## src/hw/rtl/relative_path_safety_checker_core_macros.svh

```systemverilog
// Assertion helpers used by the checker core RTL.
`ifndef RELATIVE_PATH_SAFETY_CHECKER_CORE_MACROS_SVH
`define RELATIVE_PATH_SAFETY_CHECKER_CORE_MACROS_SVH

// Same-cycle implication, disabled while reset is asserted.
`define RPSC_ASSERT_NOW(label, clk, rst_n, ante, cons) \
    label: assert property (@(posedge clk) disable iff (!(rst_n)) (ante) |-> (cons)) \
        else $error("rpsc: same-cycle check failed");

// Next-cycle implication, disabled while reset is asserted.
`define RPSC_ASSERT_NEXT(label, clk, rst_n, ante, cons) \
    label: assert property (@(posedge clk) disable iff (!(rst_n)) (ante) |=> (cons)) \
        else $error("rpsc: next-cycle check failed");

`endif

```

## src/hw/rtl/rpsc_pkg.sv

```systemverilog
package rpsc_pkg;

    localparam int PATH_LEN_W = 13;
    localparam int COMP_LEN_W = 9;
    localparam int SEG_CNT_W  = 10;
    localparam int CFG_IDX_W  = 1;

    localparam logic [PATH_LEN_W-1:0] MAX_PATH_LEN_RST = 13'd4096;
    localparam logic [COMP_LEN_W-1:0] MAX_COMP_LEN_RST = 9'd255;

    // Configuration register indexes.
    localparam logic [CFG_IDX_W-1:0] REG_MAX_PATH_LEN = 1'b0;
    localparam logic [CFG_IDX_W-1:0] REG_MAX_COMP_LEN = 1'b1;

    localparam logic [7:0] CH_SLASH  = 8'h2f;
    localparam logic [7:0] CH_DOT    = 8'h2e;
    localparam logic [7:0] CH_SPACE  = 8'h20;
    localparam logic [7:0] CH_DEL    = 8'h7f;
    localparam logic [7:0] CH_BSLASH = 8'h5c;
    localparam logic [7:0] CH_COLON  = 8'h3a;
    localparam logic [7:0] CH_LT     = 8'h3c;
    localparam logic [7:0] CH_GT     = 8'h3e;
    localparam logic [7:0] CH_QUOTE  = 8'h22;
    localparam logic [7:0] CH_PIPE   = 8'h7c;
    localparam logic [7:0] CH_QMARK  = 8'h3f;
    localparam logic [7:0] CH_STAR   = 8'h2a;
    localparam logic [7:0] CH_LOW_A  = 8'h61;
    localparam logic [7:0] CH_LOW_Z  = 8'h7a;
    localparam logic [7:0] CH_ONE    = 8'h31;
    localparam logic [7:0] CH_NINE   = 8'h39;
    localparam logic [7:0] CASE_DIFF = 8'h20;

    // Stem length code: 5 means the stem is longer than four bytes.
    localparam logic [2:0] STEM_FULL = 3'd4;
    localparam logic [2:0] STEM_OVER = 3'd5;
    localparam logic [2:0] STEM_THREE = 3'd3;

    localparam logic [23:0] DEV_CON = 24'h434f4e;
    localparam logic [23:0] DEV_PRN = 24'h50524e;
    localparam logic [23:0] DEV_AUX = 24'h415558;
    localparam logic [23:0] DEV_NUL = 24'h4e554c;
    localparam logic [23:0] DEV_COM = 24'h434f4d;
    localparam logic [23:0] DEV_LPT = 24'h4c5054;

    typedef struct packed {
        logic       is_slash;
        logic       is_dot;
        logic       bad_end;    // '.' or space, not allowed to end a component
        logic       forbidden;
        logic [7:0] upper;
    } t_byte_class;

    function automatic logic stem_is_device(input logic [31:0] chars, input logic [2:0] count);
        logic [23:0] s3;
        logic [7:0]  d;
        logic        hit;
        s3  = '0;
        d   = chars[7:0];
        hit = 1'b0;
        if (count == STEM_THREE) begin
            s3  = chars[23:0];
            hit = (s3 == DEV_CON) || (s3 == DEV_PRN) || (s3 == DEV_AUX) || (s3 == DEV_NUL);
        end else if (count == STEM_FULL) begin
            s3  = chars[31:8];
            hit = ((s3 == DEV_COM) || (s3 == DEV_LPT)) && (d >= CH_ONE) && (d <= CH_NINE);
        end
        return hit;
    endfunction

endpackage

```

## src/hw/rtl/rpsc_byte_class.sv

```systemverilog
module rpsc_byte_class (
    input  logic [7:0]                i_byte,
    output rpsc_pkg::t_byte_class     o_class
);
    import rpsc_pkg::*;

    always_comb begin
        o_class.is_slash  = (i_byte == CH_SLASH);
        o_class.is_dot    = (i_byte == CH_DOT);
        o_class.bad_end   = (i_byte == CH_DOT) || (i_byte == CH_SPACE);
        o_class.forbidden = (i_byte < CH_SPACE) || (i_byte == CH_DEL) ||
                            (i_byte == CH_BSLASH) || (i_byte == CH_COLON) ||
                            (i_byte == CH_LT) || (i_byte == CH_GT) ||
                            (i_byte == CH_QUOTE) || (i_byte == CH_PIPE) ||
                            (i_byte == CH_QMARK) || (i_byte == CH_STAR);
        if ((i_byte >= CH_LOW_A) && (i_byte <= CH_LOW_Z)) begin
            o_class.upper = i_byte - CASE_DIFF;
        end else begin
            o_class.upper = i_byte;
        end
    end

endmodule

```

## src/hw/rtl/relative_path_safety_checker_core.sv

```systemverilog
// A byte accepted into the input register is evaluated there and, if it is the last byte, its verdict is
// captured in the result register, from which it is offered on the verdict stream.
// Throughput: one byte per cycle; a last byte waits only while the previous verdict is not taken.
// The running flags and counters are updated once per byte, between the input
// register and the result register.
// Reset (synchronous, active low) restores the limits to 4096 and 255 and clears the path state.
`include "relative_path_safety_checker_core_macros.svh"

module relative_path_safety_checker_core (
    input  logic                           i_clk,
    input  logic                           i_rst_n,
    // Configuration write port.
    input  logic                           i_cfg_we,
    input  logic [rpsc_pkg::CFG_IDX_W-1:0] i_cfg_index,
    input  logic [12:0]                    i_cfg_wdata,
    // Input stream.
    input  logic                           i_s_tvalid,
    output logic                           o_s_tready,
    input  logic [7:0]                     i_s_tdata,   // [7:0] path_byte
    input  logic                           i_s_tlast,   // last_byte
    // Verdict stream.
    output logic                           o_m_tvalid,
    input  logic                           i_m_tready,
    output logic [7:0]                     o_m_tdata    // [0] path_is_safe, [7:1] zero
);
    import rpsc_pkg::*;

    logic [PATH_LEN_W-1:0] r_max_path;
    logic [COMP_LEN_W-1:0] r_max_comp;

    logic                  r_in_valid;
    logic [7:0]            r_in_byte;
    logic                  r_in_last;

    logic [PATH_LEN_W-1:0] r_total,      n_total;
    logic [SEG_CNT_W-1:0]  r_seg,        n_seg;
    logic                  r_prev_bad,   n_prev_bad;
    logic [31:0]           r_stem_chars, n_stem_chars;
    logic [2:0]            r_stem_count, n_stem_count;
    logic                  r_dot,        n_dot;
    logic                  r_fault,      n_fault;
    logic                  n_verdict_fault;

    logic                  r_out_valid;
    logic                  r_out_safe;

    logic                  out_free;
    logic                  proc;
    t_byte_class           cls;

    logic [PATH_LEN_W:0]   total_inc;
    logic [SEG_CNT_W:0]    seg_inc;

    rpsc_byte_class u_byte_class (
        .i_byte  (r_in_byte),
        .o_class (cls)
    );

    assign out_free   = !r_out_valid || i_m_tready;
    assign proc       = r_in_valid && (!r_in_last || out_free);
    assign o_s_tready = !r_in_valid || proc;

    assign o_m_tvalid = r_out_valid;
    assign o_m_tdata  = {7'd0, r_out_safe};

    assign total_inc = {1'b0, r_total} + {{PATH_LEN_W{1'b0}}, 1'b1};
    assign seg_inc   = {1'b0, r_seg} + {{SEG_CNT_W{1'b0}}, 1'b1};

    always_comb begin
        n_fault      = r_fault;
        n_total      = r_total;
        n_seg        = r_seg;
        n_stem_chars = r_stem_chars;
        n_stem_count = r_stem_count;
        n_dot        = r_dot;
        n_prev_bad   = cls.bad_end;

        // The fault test uses the full sum so that a saturated count still fails.
        if (total_inc > {1'b0, r_max_path}) begin
            n_fault = 1'b1;
        end
        if (!(&r_total)) begin
            n_total = total_inc[PATH_LEN_W-1:0];
        end

        if (!cls.is_slash) begin
            if (cls.forbidden) begin
                n_fault = 1'b1;
            end
            if (seg_inc > {2'b00, r_max_comp}) begin
                n_fault = 1'b1;
            end
            if (!(&r_seg)) begin
                n_seg = seg_inc[SEG_CNT_W-1:0];
            end
            if (!r_dot) begin
                if (cls.is_dot) begin
                    n_dot = 1'b1;
                end else if (r_stem_count < STEM_FULL) begin
                    n_stem_chars = {r_stem_chars[23:0], cls.upper};
                    n_stem_count = r_stem_count + 3'd1;
                end else begin
                    n_stem_count = STEM_OVER;
                end
            end
        end

        // Component end: a slash closes the previous component, the last byte closes its own.
        if (cls.is_slash || r_in_last) begin
            if (n_seg == '0) begin
                n_fault = 1'b1;
            end
            if (cls.is_slash ? r_prev_bad : cls.bad_end) begin
                n_fault = 1'b1;
            end
            if (stem_is_device(n_stem_chars, n_stem_count)) begin
                n_fault = 1'b1;
            end
            if (cls.is_slash && r_in_last) begin
                n_fault = 1'b1;
            end
            if (cls.is_slash) begin
                n_seg        = '0;
                n_stem_chars = '0;
                n_stem_count = '0;
                n_dot        = 1'b0;
            end
        end

        n_verdict_fault = n_fault;

        if (r_in_last) begin
            n_fault      = 1'b0;
            n_total      = '0;
            n_seg        = '0;
            n_stem_chars = '0;
            n_stem_count = '0;
            n_dot        = 1'b0;
            n_prev_bad   = 1'b0;
        end
    end

    always_ff @(posedge i_clk) begin
        if (!i_rst_n) begin
            r_max_path <= MAX_PATH_LEN_RST;
            r_max_comp <= MAX_COMP_LEN_RST;
        end else if (i_cfg_we) begin
            unique case (i_cfg_index)
                REG_MAX_PATH_LEN: r_max_path <= i_cfg_wdata;
                REG_MAX_COMP_LEN: r_max_comp <= i_cfg_wdata[COMP_LEN_W-1:0];
                default: ;
            endcase
        end
    end

    always_ff @(posedge i_clk) begin
        if (!i_rst_n) begin
            r_in_valid <= 1'b0;
        end else if (o_s_tready) begin
            r_in_valid <= i_s_tvalid;
        end
    end

    always_ff @(posedge i_clk) begin
        if (o_s_tready && i_s_tvalid) begin
            r_in_byte <= i_s_tdata;
            r_in_last <= i_s_tlast;
        end
    end

    always_ff @(posedge i_clk) begin
        if (!i_rst_n) begin
            r_total      <= '0;
            r_seg        <= '0;
            r_prev_bad   <= 1'b0;
            r_stem_chars <= '0;
            r_stem_count <= '0;
            r_dot        <= 1'b0;
            r_fault      <= 1'b0;
        end else if (proc) begin
            r_total      <= n_total;
            r_seg        <= n_seg;
            r_prev_bad   <= n_prev_bad;
            r_stem_chars <= n_stem_chars;
            r_stem_count <= n_stem_count;
            r_dot        <= n_dot;
            r_fault      <= n_fault;
        end
    end

    always_ff @(posedge i_clk) begin
        if (!i_rst_n) begin
            r_out_valid <= 1'b0;
        end else if (proc && r_in_last) begin
            r_out_valid <= 1'b1;
        end else if (i_m_tready) begin
            r_out_valid <= 1'b0;
        end
    end

    always_ff @(posedge i_clk) begin
        if (proc && r_in_last) begin
            r_out_safe <= !n_verdict_fault;
        end
    end

    `RPSC_ASSERT_NEXT(a_last_clears_state, i_clk, i_rst_n, proc && r_in_last, (r_total == '0) && !r_fault && (r_seg == '0))
    `RPSC_ASSERT_NEXT(a_last_gives_word, i_clk, i_rst_n, proc && r_in_last, r_out_valid)
    `RPSC_ASSERT_NOW(a_seg_within_total, i_clk, i_rst_n, 1'b1, {3'b000, r_seg} <= r_total)
    `RPSC_ASSERT_NEXT(a_fault_sticks, i_clk, i_rst_n, r_fault && !(proc && r_in_last), r_fault)

endmodule
```

## config.mk

```make
export PLATFORM = sky130hd
export DESIGN_NAME = relative_path_safety_checker_core
export DESIGN_NICKNAME = d
export VERILOG_FILES = /design/src/hw/rtl/rpsc_pkg.sv /design/src/hw/rtl/rpsc_byte_class.sv /design/src/hw/rtl/relative_path_safety_checker_core.sv
export VERILOG_INCLUDE_DIRS = /design/src /design/src/hw/rtl
export SDC_FILE = /design/constraint.sdc
export NUM_CORES = 1
export LEC_CHECK = 0
export BUFFER_PORTS_ARGS = -buffer_cell sky130_fd_sc_hd__buf_2
export CAP_MARGIN = 20
export CORE_ASPECT_RATIO = 0.7
export CORE_MARGIN = 3
export CORE_UTILIZATION = 54
export DETAILED_ROUTE_END_ITERATION = 8
export PLACE_DENSITY = 0.71
export SLEW_MARGIN = 20
export SYNTH_ARGS = -nofsm -noshare
export SYNTH_HDL_FRONTEND = slang
export SYNTH_SLANG_ARGS = --single-unit
```

## constraint.sdc

```tcl
create_clock -name i_clk -period 4.8 [get_ports i_clk]
set_clock_uncertainty 0.05 [all_clocks]
set_input_delay 0.24 -clock i_clk [delete_from_list [all_inputs] [get_ports i_clk]]
set_output_delay 0.24 -clock i_clk [all_outputs]
set_load 0.005 [all_outputs]
```

==> flow_summary_export.csv <==
group,metric,value,unit
min_path,worstHoldStart,"i_s_tdata[1]",
worst_setup_path,cp-end-kind,"register",
drt,ant_nets,0,
final_layout,synthToLayoutAreaGrowth,7.82,%
drt,first_pass_iters,6,
worst_setup_path,worstPathArrival,4.22,ns
sta,whs,0.0193,ns
synthesis,yosysSeqAreaShare,36.0,%
min_path,hold_end,"r_in_byte[1]$_DFFE_PP_",
synthesis,netlist_area,5570,sq um
synthesis,netlist_instances,698,
power_and_ir_drop,power_frac_comb,8.0,%
power_and_ir_drop,p_leak,2.26,nW
cts,cts_made_buffers,9,
worst_setup_path,critPathKind,"register to register",
sta,fin_crit_sh,84.6,%
grt,first_global_vias,4473,
floorplan,die-area,11600,sq um
sta,finalHoldViolCount,0,
final_layout,stdcell_count,830,
synthesis,ys_ff_latch,95,
grt,grt_pass1_wl,22500,um
sta,finalSetupViolations,0,
worst_setup_path,rr_startpoint,"r_total[0]$_SDFFE_PN0P_",
power_and_ir_drop,switching_power,0.415,mW
synthesis,synth-edff-count,10,
drt,drt_iter0_markers,483,
synthesis,synth_top_area_share,30.6,%
placement,place_inst,814,
final_layout,antennaDiodeCount,0,
floorplan,die_w,127,um
cts,clkSlewWorstSetupHoldPaths,0.07,ns
final_layout,drive_gt1_share,8.97,%
synthesis,yosysUniqueCellTypes,69,
cts,cts_tree,"built",
drt,viasPerCell,6.21,
worst_setup_path,slowest_delay,0.53,ns
floorplan,dieHeight,90.9,um
final_layout,final_common_cell,"nor2_1",
power_and_ir_drop,power_density,290,nW/um^2
worst_setup_path,crit_path_frequent_cell,"ha_1",
cts,clk_latency,0.34,ns
final_layout,final_cell_mix,"90 x nor2_1, 85 x dfxtp_1, 70 x nand2_1, 50 x a21oi_1, 36 x a22oi_1",
power_and_ir_drop,clkPwrFrac,43.5,%
worst_setup_path,critPathLaunchType,"register",
sta,tns,0,ns
min_path,worstHoldPathType,"input pin to register",
synthesis,ys_top_cells_by_area,"dfxtp_1 31%, ha_1 6.1%, nor2_1 6.1%",
cts,root_buffer,"clkbuf_16",
run_status,status,"finished clean",
power_and_ir_drop,power.internal,1.33,mW
sta,period_minus_slack,4.06,ns
min_path,hold_depth,1,
grt,grt_max_degree,64,
cts,cts_resized,0,
sta,finalMaxSlewViolations,0,
cts,clock_sinks,95,
cts,h-tree-depth,3,
power_and_ir_drop,totalPowerFinal,1.74,mW
grt,grt_overflow_total,0,
floorplan,num_rows,30,
synthesis,netlist.top_cell.by_area,"dfxtp_1",
worst_setup_path,critical-path-slowest-cell,"or4_1",
sta,rsz0062_at_grt,"no",
worst_setup_path,reg2reg_to,"r_out_safe$_DFFE_PP_",
grt,grt_use_total,23.6,%
synthesis,avgSynthCellArea,7.98,sq um
drt,vias,5157,
sta,worst_slew_pin_slew,0.970,ns
worst_setup_path,crit_path_max_fanout,6,
drt,wl_per_cell,16.4,um
flow_run,drv_cap,0,
final_layout,finalNetCount,752,
worst_setup_path,crit_required,4.96,ns
drt,drc,0,
synthesis,synth-main-ff-cell,"dfxtp_1",
drt,wl,13600,um
worst_setup_path,cp_top_family,"simple AND/OR/NAND/NOR gates",
worst_setup_path,cp_num_buf_inv,0,
floorplan,initial_core_util,56.4,%
floorplan,io-pin-count,38,
power_and_ir_drop,switching_share,23.8,%
placement,gp_congestion,0.974,
power_and_ir_drop,pwr-share-seq,48.6,%
placement,dp_hpwl,9830,um
sta,slew-limit-headroom,35.1,%
worst_setup_path,path_cells,"ha_1 > nand3_1 > nor3_1 > and3_1 > xor2_1 > ha_1 > nand4_1 > or4_1 > o21a_1 > a21boi_0 > or4b_1 > nor3b_1 > and2_1",
cts,post_cts_buffers,0,
cts,ctsHoldBuffers,0,
synthesis,ys_async_sr_fraction,0,%
synthesis,yosys_warnings,0,
floorplan,coreArea,9870,sq um
grt,antenna_found_initial,0,
sta,max_freq,246,MHz
worst_setup_path,rr_worst_depth,13,
worst_setup_path,r2r_setup_slack,0.74,ns
cts,clock_path_buffers,2,
placement,port_buffers,30,
power_and_ir_drop,vdd_drop_max,0.189,mV
[cells by family after synthesis]
kind of cell	count (synthesis)	share of synthesized area, %
muxes	3	0.539
other	1	0.0674
DFF	95	36.0
buffers and inverters	81	6.41
AOI/OAI and AO/OA	180	21.2
and+or+nand+nor	291	26.6
adders and majority gates	27	6.07
xor gates and xnor gates	20	3.15
[area by class of cell]
class	instances	area, sq um
clock buffers	9	225
inverters	28	105
fillers	893	3870
repair buffers	35	188
clock inverters	7	87.6
multi-input cells	528	3230
flip-flops and latches	95	2000
well taps	128	160
[through the flow]
| step | instance area (sq um) | setup slack [ns] | utilization, % |
|---|---|---|---|
| finish | 6000 | 0.739 | 60.8 |
| detailed placement | 5690 | 0.806 | 57.6 |
| global route | 6000 | 0.378 | 60.8 |
| global placement | 5690 | 0.883 | 57.6 |
| floorplan | 5590 | 1.14 | - |
| CTS | 6000 | 0.762 | 60.8 |
[cell usage after synthesis, types with 3 or more instances]
library cell / instances
or3_1: 6
nand4b_1: 5
nor2_1: 90
a21o_1: 4
nand3b_1: 11
or4b_1: 3
clkbuf_1: 30
xor2_1: 7
a31oi_1: 6
and2_1: 6
o211ai_1: 11
o21ai_0: 32
a311oi_1: 6
nor3b_1: 9
edfxtp_1: 10
buf_2: 12
nor4_1: 3
o31ai_1: 3
nand3_1: 20
xnor2_1: 13
a41oi_1: 3
dfxtp_1: 85
buf_4: 8
mux2i_1: 3
nand2b_1: 9
inv_1: 28
nor3_1: 15
nor2b_1: 3
o21a_1: 6
nand2_1: 70
and3_1: 6
or4_1: 5
a21oi_1: 50
ha_1: 27
nand4_1: 14
a22oi_1: 36
or3b_1: 3
[state kept, by name, indices dropped and copies added (netlist names)]
signal        cells
r_stem_count      3
r_fault           1
r_prev_bad        1
r_in_last         1
r_dot             1
r_stem_chars     32
r_max_path       13
o_m_tvalid        1
r_in_byte         8
r_max_comp        9
r_in_valid        1
r_out_safe        1
r_total          13
r_seg            10
[power groups by stage]
stage / combinational (mW) / sequential (mW) / clock [mW]
3_3_place_gp: 0.133 / 0.861 / 0
3_5_place_dp: 0.136 / 0.862 / 0
2_1_floorplan: 0.106 / 0.850 / 0
5_1_grt: 0.155 / 0.847 / 0.804
4_1_cts: 0.137 / 0.844 / 0.769
6_report: 0.139 / 0.845 / 0.756
[worst max path at each step]
stage                                        from                   end  slack, ns  depth (start not counted)
after global placement    r_total[0]$_SDFFE_PN0P_  r_out_safe$_DFFE_PP_       0.88                         13
final                     r_total[0]$_SDFFE_PN0P_  r_out_safe$_DFFE_PP_       0.74                         13
after CTS                 r_total[0]$_SDFFE_PN0P_  r_out_safe$_DFFE_PP_       0.76                         13
after floorplan           r_total[0]$_SDFFE_PN0P_  r_out_safe$_DFFE_PP_       1.14                         13
after global routing      r_total[0]$_SDFFE_PN0P_  r_out_safe$_DFFE_PP_       0.38                         13
after detailed placement  r_total[0]$_SDFFE_PN0P_  r_out_safe$_DFFE_PP_       0.81                         13
[layer usage]
| metal | wire (um) | track usage (%) |
|---|---|---|
| met1 | 6830 | 37.8 |
| met2 | 5680 | 32.4 |
| met3 | 972 | 4.76 |
| met4 | 138 | 4.46 |
| met5 | 0 | 0 |
[worst reg2reg max path, delay by kind of cell, from the launching register on]
kind / cells / cell delay, ns
AOI/OAI and AO/OA: 2 / 0.23
xor gates and xnor gates: 1 / 0.10
adders and majority gates: 2 / 0.58
DFF: 1 / 0.42
and+or+nand+nor: 8 / 2.56
No activity file was read; power rests on OpenSTA's default activity.
